==> src/sv/event_keyed_state_table_top_macros.svh <==
// Assertion macros for the event keyed state table.
`ifndef EVENT_KEYED_STATE_TABLE_TOP_MACROS_SVH
`define EVENT_KEYED_STATE_TABLE_TOP_MACROS_SVH
`ifndef ASSERT_OFF
`define EKST_ASSERT_IMPL(lbl, clk_s, rst_s, ante, cons) \
  lbl: assert property (@(posedge clk_s) disable iff (!rst_s) (ante) |-> (cons)) \
    else $error("assertion failed");
`define EKST_ASSERT_NEXT(lbl, clk_s, rst_s, ante, cons) \
  lbl: assert property (@(posedge clk_s) disable iff (!rst_s) (ante) |=> (cons)) \
    else $error("assertion failed");
`else
`define EKST_ASSERT_IMPL(lbl, clk_s, rst_s, ante, cons)
`define EKST_ASSERT_NEXT(lbl, clk_s, rst_s, ante, cons)
`endif
`endif

==> src/sv/ekst_pkg.sv <==
// Types, codes and command/status structs of the event keyed state table.
package ekst_pkg;

  localparam int unsigned MS_TO_US = 1000;
  localparam int unsigned LIMIT_W  = 42;

  localparam logic [1:0] ST_UNKNOWN = 2'd0;
  localparam logic [1:0] ST_NORMAL  = 2'd1;
  localparam logic [1:0] ST_REVERSE = 2'd2;
  localparam logic [1:0] ST_STALE   = 2'd3;

  typedef enum logic [2:0] {
    ACT_ADD     = 3'd0,
    ACT_REMOVE  = 3'd1,
    ACT_SWAP    = 3'd2,
    ACT_EVENT   = 3'd3,
    ACT_FIND    = 3'd4,
    ACT_SETPEND = 3'd5,
    ACT_STALE   = 3'd6,
    ACT_READ    = 3'd7
  } action_t;

  typedef enum logic [2:0] {
    RES_OK      = 3'd0,
    RES_FULL    = 3'd1,
    RES_DUP     = 3'd2,
    RES_BAD_IDX = 3'd3,
    RES_NOMATCH = 3'd4
  } status_t;

  typedef enum logic [3:0] {
    S_IDLE, S_DISP, S_RD, S_CHK, S_END, S_SH_RD, S_SH_WR,
    S_SW_A, S_SW_B, S_SW_WA, S_SW_WB, S_ONE_RD, S_ONE
  } fsm_t;

  typedef enum logic [1:0] {IDX_HOLD, IDX_ZERO, IDX_IA, IDX_INC} idx_op_t;
  typedef enum logic [1:0] {RA_IDX, RA_IDX1, RA_IA, RA_IB} ra_sel_t;
  typedef enum logic [1:0] {WA_IDX, WA_IA, WA_IB, WA_FILL} wa_sel_t;
  typedef enum logic [2:0] {
    DAT_RDATA, DAT_TMP, DAT_EVENT, DAT_PEND, DAT_STALE, DAT_NEW
  } dsel_t;
  typedef enum logic [1:0] {FILL_HOLD, FILL_INC, FILL_DEC} fill_op_t;
  typedef enum logic [1:0] {IX_IDX, IX_IA, IX_ZERO} ix_sel_t;

  typedef struct packed {
    logic [63:0] key_n;
    logic [63:0] key_r;
    logic [1:0]  st;
    logic        pend;
    logic [47:0] tm;
  } entry_t;

  typedef struct packed {
    logic     load_in;
    idx_op_t  idx_op;
    logic     rd_en;
    ra_sel_t  ra_sel;
    logic     wr_en;
    wa_sel_t  wa_sel;
    dsel_t    dsel;
    logic     save_tmp;
    fill_op_t fill_op;
    logic     emit;
    status_t  status;
    ix_sel_t  ix_sel;
    logic     show;
    logic     notify;
    logic     last;
  } cmd_t;

  typedef struct packed {
    action_t act;
    logic    full;
    logic    ia_bad;
    logic    ib_bad;
    logic    idx_end;
    logic    shift_end;
    logic    dup;
    logic    hit;
    logic    stale;
    logic    aging_off;
    logic    out_busy;
  } sts_t;

endpackage

==> src/sv/ekst_ctrl.sv <==
// Controller state machine of the event keyed state table.
module ekst_ctrl (
  input  logic           clk,
  input  logic           rst_n,
  input  logic           in_valid,
  output logic           in_stall,
  input  ekst_pkg::sts_t sts,
  output ekst_pkg::cmd_t cmd
);

  ekst_pkg::fsm_t state_r;
  ekst_pkg::fsm_t state_nxt;

  always_ff @(posedge clk) begin
    if (!rst_n) begin
      state_r <= ekst_pkg::S_IDLE;
    end else begin
      state_r <= state_nxt;
    end
  end

  always_comb begin
    cmd       = '0;
    state_nxt = state_r;
    in_stall  = 1'b1;
    case (state_r)
      ekst_pkg::S_IDLE: begin
        in_stall = 1'b0;
        if (in_valid) begin
          cmd.load_in = 1'b1;
          state_nxt   = ekst_pkg::S_DISP;
        end
      end
      ekst_pkg::S_DISP: begin
        case (sts.act)
          ekst_pkg::ACT_ADD: begin
            if (sts.full) begin
              cmd.emit   = !sts.out_busy;
              cmd.status = ekst_pkg::RES_FULL;
              cmd.ix_sel = ekst_pkg::IX_ZERO;
              cmd.last   = 1'b1;
              if (!sts.out_busy) state_nxt = ekst_pkg::S_IDLE;
            end else begin
              cmd.idx_op = ekst_pkg::IDX_ZERO;
              state_nxt  = ekst_pkg::S_RD;
            end
          end
          ekst_pkg::ACT_EVENT, ekst_pkg::ACT_FIND: begin
            cmd.idx_op = ekst_pkg::IDX_ZERO;
            state_nxt  = ekst_pkg::S_RD;
          end
          ekst_pkg::ACT_STALE: begin
            cmd.idx_op = ekst_pkg::IDX_ZERO;
            state_nxt  = sts.aging_off ? ekst_pkg::S_END : ekst_pkg::S_RD;
          end
          default: begin
            if (sts.ia_bad || ((sts.act == ekst_pkg::ACT_SWAP) && sts.ib_bad)) begin
              cmd.emit   = !sts.out_busy;
              cmd.status = ekst_pkg::RES_BAD_IDX;
              cmd.ix_sel = ekst_pkg::IX_IA;
              cmd.last   = 1'b1;
              if (!sts.out_busy) state_nxt = ekst_pkg::S_IDLE;
            end else if (sts.act == ekst_pkg::ACT_REMOVE) begin
              cmd.idx_op = ekst_pkg::IDX_IA;
              state_nxt  = ekst_pkg::S_SH_RD;
            end else if (sts.act == ekst_pkg::ACT_SWAP) begin
              state_nxt = ekst_pkg::S_SW_A;
            end else begin
              state_nxt = ekst_pkg::S_ONE_RD;
            end
          end
        endcase
      end
      ekst_pkg::S_RD: begin
        if (sts.idx_end) begin
          state_nxt = ekst_pkg::S_END;
        end else begin
          cmd.rd_en  = 1'b1;
          cmd.ra_sel = ekst_pkg::RA_IDX;
          state_nxt  = ekst_pkg::S_CHK;
        end
      end
      ekst_pkg::S_CHK: begin
        cmd.ix_sel = ekst_pkg::IX_IDX;
        cmd.last   = 1'b1;
        case (sts.act)
          ekst_pkg::ACT_ADD: begin
            if (sts.dup) begin
              cmd.emit   = !sts.out_busy;
              cmd.status = ekst_pkg::RES_DUP;
              if (!sts.out_busy) state_nxt = ekst_pkg::S_IDLE;
            end else begin
              cmd.idx_op = ekst_pkg::IDX_INC;
              state_nxt  = ekst_pkg::S_RD;
            end
          end
          ekst_pkg::ACT_EVENT: begin
            if (sts.hit) begin
              cmd.dsel   = ekst_pkg::DAT_EVENT;
              cmd.wa_sel = ekst_pkg::WA_IDX;
              cmd.wr_en  = !sts.out_busy;
              cmd.emit   = !sts.out_busy;
              cmd.show   = 1'b1;
              cmd.notify = 1'b1;
              if (!sts.out_busy) state_nxt = ekst_pkg::S_IDLE;
            end else begin
              cmd.idx_op = ekst_pkg::IDX_INC;
              state_nxt  = ekst_pkg::S_RD;
            end
          end
          ekst_pkg::ACT_FIND: begin
            if (sts.hit) begin
              cmd.dsel = ekst_pkg::DAT_RDATA;
              cmd.emit = !sts.out_busy;
              cmd.show = 1'b1;
              if (!sts.out_busy) state_nxt = ekst_pkg::S_IDLE;
            end else begin
              cmd.idx_op = ekst_pkg::IDX_INC;
              state_nxt  = ekst_pkg::S_RD;
            end
          end
          ekst_pkg::ACT_STALE: begin
            cmd.last = 1'b0;
            if (sts.stale) begin
              cmd.dsel   = ekst_pkg::DAT_STALE;
              cmd.wa_sel = ekst_pkg::WA_IDX;
              cmd.show   = 1'b1;
              cmd.notify = 1'b1;
              if (!sts.out_busy) begin
                cmd.wr_en  = 1'b1;
                cmd.emit   = 1'b1;
                cmd.idx_op = ekst_pkg::IDX_INC;
                state_nxt  = ekst_pkg::S_RD;
              end
            end else begin
              cmd.idx_op = ekst_pkg::IDX_INC;
              state_nxt  = ekst_pkg::S_RD;
            end
          end
          default: state_nxt = ekst_pkg::S_IDLE;
        endcase
      end
      ekst_pkg::S_END: begin
        cmd.last = 1'b1;
        case (sts.act)
          ekst_pkg::ACT_ADD: begin
            cmd.dsel   = ekst_pkg::DAT_NEW;
            cmd.wa_sel = ekst_pkg::WA_FILL;
            cmd.ix_sel = ekst_pkg::IX_IDX;
            cmd.show   = 1'b1;
            if (!sts.out_busy) begin
              cmd.wr_en   = 1'b1;
              cmd.fill_op = ekst_pkg::FILL_INC;
            end
          end
          ekst_pkg::ACT_STALE: cmd.ix_sel = ekst_pkg::IX_ZERO;
          default: begin
            cmd.status = ekst_pkg::RES_NOMATCH;
            cmd.ix_sel = ekst_pkg::IX_ZERO;
          end
        endcase
        cmd.emit = !sts.out_busy;
        if (!sts.out_busy) state_nxt = ekst_pkg::S_IDLE;
      end
      ekst_pkg::S_SH_RD: begin
        if (sts.shift_end) begin
          cmd.ix_sel = ekst_pkg::IX_IA;
          cmd.last   = 1'b1;
          if (!sts.out_busy) begin
            cmd.emit    = 1'b1;
            cmd.fill_op = ekst_pkg::FILL_DEC;
            state_nxt   = ekst_pkg::S_IDLE;
          end
        end else begin
          cmd.rd_en  = 1'b1;
          cmd.ra_sel = ekst_pkg::RA_IDX1;
          state_nxt  = ekst_pkg::S_SH_WR;
        end
      end
      ekst_pkg::S_SH_WR: begin
        cmd.wr_en  = 1'b1;
        cmd.wa_sel = ekst_pkg::WA_IDX;
        cmd.dsel   = ekst_pkg::DAT_RDATA;
        cmd.idx_op = ekst_pkg::IDX_INC;
        state_nxt  = ekst_pkg::S_SH_RD;
      end
      ekst_pkg::S_SW_A: begin
        cmd.rd_en  = 1'b1;
        cmd.ra_sel = ekst_pkg::RA_IA;
        state_nxt  = ekst_pkg::S_SW_B;
      end
      ekst_pkg::S_SW_B: begin
        cmd.save_tmp = 1'b1;
        cmd.rd_en    = 1'b1;
        cmd.ra_sel   = ekst_pkg::RA_IB;
        state_nxt    = ekst_pkg::S_SW_WA;
      end
      ekst_pkg::S_SW_WA: begin
        cmd.wr_en  = 1'b1;
        cmd.wa_sel = ekst_pkg::WA_IA;
        cmd.dsel   = ekst_pkg::DAT_RDATA;
        state_nxt  = ekst_pkg::S_SW_WB;
      end
      ekst_pkg::S_SW_WB: begin
        cmd.wa_sel = ekst_pkg::WA_IB;
        cmd.dsel   = ekst_pkg::DAT_TMP;
        cmd.ix_sel = ekst_pkg::IX_IA;
        cmd.last   = 1'b1;
        if (!sts.out_busy) begin
          cmd.wr_en = 1'b1;
          cmd.emit  = 1'b1;
          state_nxt = ekst_pkg::S_IDLE;
        end
      end
      ekst_pkg::S_ONE_RD: begin
        cmd.rd_en  = 1'b1;
        cmd.ra_sel = ekst_pkg::RA_IA;
        state_nxt  = ekst_pkg::S_ONE;
      end
      ekst_pkg::S_ONE: begin
        cmd.ix_sel = ekst_pkg::IX_IA;
        cmd.wa_sel = ekst_pkg::WA_IA;
        cmd.show   = 1'b1;
        cmd.last   = 1'b1;
        cmd.dsel   = (sts.act == ekst_pkg::ACT_SETPEND) ? ekst_pkg::DAT_PEND
                                                        : ekst_pkg::DAT_RDATA;
        if (!sts.out_busy) begin
          cmd.wr_en = (sts.act == ekst_pkg::ACT_SETPEND);
          cmd.emit  = 1'b1;
          state_nxt = ekst_pkg::S_IDLE;
        end
      end
      default: state_nxt = ekst_pkg::S_IDLE;
    endcase
  end

endmodule

==> config.mk <==
export PLATFORM = sky130hd
export DESIGN_NAME = ekst_ctrl
export DESIGN_NICKNAME = d
export VERILOG_FILES = /design/src/sv/event_keyed_state_table_top_macros.svh /design/src/sv/ekst_pkg.sv /design/src/sv/ekst_ctrl.sv
export SDC_FILE = /design/constraint.sdc
export NUM_CORES = 1
export LEC_CHECK = 0
export ABC_CLOCK_PERIOD_IN_PS = 2100
export BUFFER_PORTS_ARGS = -buffer_cell sky130_fd_sc_hd__buf_2
export CORE_MARGIN = 2
export CORE_UTILIZATION = 51
export CTS_CLUSTER_DIAMETER = 30
export CTS_CLUSTER_SIZE = 25
export DETAILED_ROUTE_END_ITERATION = 10
export PLACE_DENSITY = 0.9
export SKIP_CTS_REPAIR_TIMING = 1
export SLEW_MARGIN = 30
export SYNTH_ARGS = -nofsm -noshare
export SYNTH_HDL_FRONTEND = slang
export SYNTH_SLANG_ARGS = --single-unit
==> constraint.sdc <==
create_clock -name clk -period 2.1 [get_ports clk]
set_input_delay 0.42 -clock clk [delete_from_list [all_inputs] [get_ports clk]]
set_output_delay 0.42 -clock clk [all_outputs]
set_load 0.05 [all_outputs]
==> results.json <==
{
  "outcome": "finished, violations left",
  "violations": "setup timing",
  "numClockSinks": 4,
  "max_freq_ghz": 0.442,
  "numCtsBuffers": 3,
  "timing.rr.end": "state_r[1]$_SDFFE_PN0P_",
  "combPwrFrac_pct": 78.2,
  "grtUsageMet3_pct": 4.80,
  "top_usage_layer": "met2",
  "total_leakage_power_nw": 0.919,
  "io_pins": 41,
  "wl_um": 6720,
  "routedWlPerCell_um": 22.6,
  "rrSetupSlack_ps": 260,
  "grt_pass1_wl_um": 7440,
  "regArea_um2": 87.6,
  "syn_area_um2": 1220,
  "ys_top_cells_by_area": "nor2_1 (7.1%), dfxtp_1 (6.5%), nand2b_1 (5.6%)",
  "fin_crit_ps": 2260,
  "place_ws_ps": -194,
  "switchingPower_mw": 0.556,
  "cp_max_fo": 8,
  "met1_usage_pct": 43.7,
  "ys.flop_type": "dfxtp_1",
  "firstDrtPassIters": 7,
  "synth_nets": 209,
  "clock_latency_ps": 260,
  "layout-drive-gt1-share_pct": 50.9,
  "async_flop_share_pct": 0,
  "finalNonFillerCells": 297,
  "hold_viol": 0,
  "ys_types": 58,
  "nFillCells": 90,
  "largestRegisters": "state_r x4",
  "syn2layout_area_growth_pct": 69.8,
  "relSlewSlack_pct": 68.8,
  "vias_per_cell": 7.08,
  "peakVddDrop_mv": 0.457,
  "top_register": "state_r",
  "cp.arrival_ps": 1840,
  "finalCritPeriodShare_pct": 108,
  "cts.htree.levels": 1,
  "die-area_um2": 2810,
  "start_util_pct": 54.8,
  "grt_max_degree": 26,
  "largest_reg_flops": 4,
  "port_buffers": 40,
  "internal-power_mw": 0.442,
  "swShare_pct": 55.7,
  "n_antenna_cell": 0,
  "grt_use_met2_pct": 62.7,
  "clock_path_buffers": 2,
  "yosysMostFrequentCell": "nor2_1",
  "vias": 2102,
  "pwr-share-seq_pct": 10.5,
  "holdWs_ps": 462,
  "syn_area_per_cell_um2": 6.34,
  "finalPower_mw": 0.998,
  "hold_path_depth": 2,
  "antenna_found_initial": 0,
  "cp-start-kind": "register",
  "dp_hpwl_um": 3770,
  "multiInputGateArea_um2": 1200,
  "core_area_um2": 2230,
  "chipWidth_um": 53.0,
  "cts_root_buf": "clkbuf_4",
  "grt_setup_unrepaired": "yes",
  "drt_iter0_markers": 205,
  "fin_area_um2": 2080,
  "die_y_um": 53.0,
  "synth_top_area_share_pct": 7.06,
  "path_class": "register to primary output",
  "final_core_util_pct": 93.1,
  "startpoint": "state_r[3]$_SDFFE_PN0P_",
  "power_density_nw_per_um2": 480,
  "worstReg2RegStart": "state_r[3]$_SDFFE_PN0P_",
  "cp-end-kind": "primary output",
  "drtAntennaViolNets": 0,
  "rows": 17,
  "min_path_type": "input pin to register",
  "yosysWarningCount": 0,
  "setup-violations-final": 17,
  "first_global_vias": 1623,
  "fin_nets": 287,
  "place_area_um2": 1830,
  "ys_seq_elements": 4,
  "crit_required_ps": 1680,
  "synth_edf_count": 0,
  "drc": 0,
  "seq_area_frac_synth_pct": 6.54,
  "setup_slack_ps": -164,
  "dp_cells": 287,
  "grt_util_all_layers_pct": 36.0,
  "yosys.area.top_type": "nor2_1",
  "max_slew.worst_pin.slew_ps": 464,
  "p_clk_share_pct": 11.4,
  "syn_inst": 193,
  "gp_congestion": 0.939,
  "r2r_cells": 8,
  "cts_tree": "yes",
  "finClkSkew_ps": 15.8,
  "synth_commonest_cells": "nor2_1 (23), nand2_1 (18), a21oi_1 (11), nand2b_1 (11), o21ai_0 (11)",
  "finalSetupTns_ps": -1050,
  "clk_pin_slew_ps": 60,
  "crit_end": "cmd[22]",
  "maxCapViolCount": 0,
  "slew_violations": 0,
  "gr-total-overflow": 0
}
worst min-delay path by stage:
stage	start	to	slack, ps
after floorplan	rst_n	state_r[1]$_SDFFE_PN0P_	540
after global placement	state_r[0]$_SDFFE_PN0P_	state_r[3]$_SDFFE_PN0P_	680
after detailed placement	state_r[0]$_SDFFE_PN0P_	state_r[3]$_SDFFE_PN0P_	680
after CTS	rst_n	state_r[1]$_SDFFE_PN0P_	450
after global routing	rst_n	state_r[2]$_SDFFE_PN0P_	460
final	rst_n	state_r[2]$_SDFFE_PN0P_	460
layout by cell type (no fill, tap or decap), types with 3 or more instances in the layout:
cell type / instances
a211oi_1: 3
a21oi_1: 8
a31oi_1: 3
buf_12: 3
buf_2: 23
buf_4: 52
buf_6: 11
clkbuf_4: 6
dfxtp_2: 3
inv_1: 5
nand2_1: 16
nand2b_1: 11
nand3_1: 6
nand4_1: 3
nor2_1: 17
nor2_2: 4
nor2b_1: 8
nor3_1: 3
nor3_2: 3
o21ai_0: 7
o21ai_1: 3
o21ai_2: 5
o22ai_2: 3
layer usage:
metal | vias up | wire [µm]
li1 | 870 | -
met1 | 913 | 2250
met2 | 234 | 3030
met3 | 85 | 821
met4 | 0 | 619
met5 | - | 0
power by group through the flow:
stage / Combinational (mW) / Clock (mW) / Sequential [mW]
2_1_floorplan: 0.458 / 0 / 0.0957
3_3_place_gp: 0.651 / 0 / 0.101
3_5_place_dp: 0.666 / 0 / 0.102
4_1_cts: 0.669 / 0.0965 / 0.101
5_1_grt: 0.806 / 0.113 / 0.104
6_report: 0.780 / 0.114 / 0.104
area by class of cell:
| type | count | area share, % |
|---|---|---|
| multi-input cells | 165 | 57.9 |
| repair buffers | 92 | 34.3 |
| flip-flops and latches | 4 | 4.21 |
| well taps | 28 | 1.69 |
| clock buffers | 3 | 1.08 |
| inverters | 5 | 0.903 |
logic make-up after synthesis:
group | synth area share (%)
buffers and inverters | 10.5
flip-flops | 6.54
AO/OA/AOI/OAI | 37.7
multiplexers | 1.64
AND/OR/NAND/NOR | 43.6
worst max-delay path: stages (launching register included):
cell	delay (ps)
dfxtp_2	340
buf_4	170
buf_4	170
nor3_2	250
buf_4	190
o21ai_1	120
nand3_1	160
buf_6	170
Note: power is estimated with default switching activity, not from simulation.
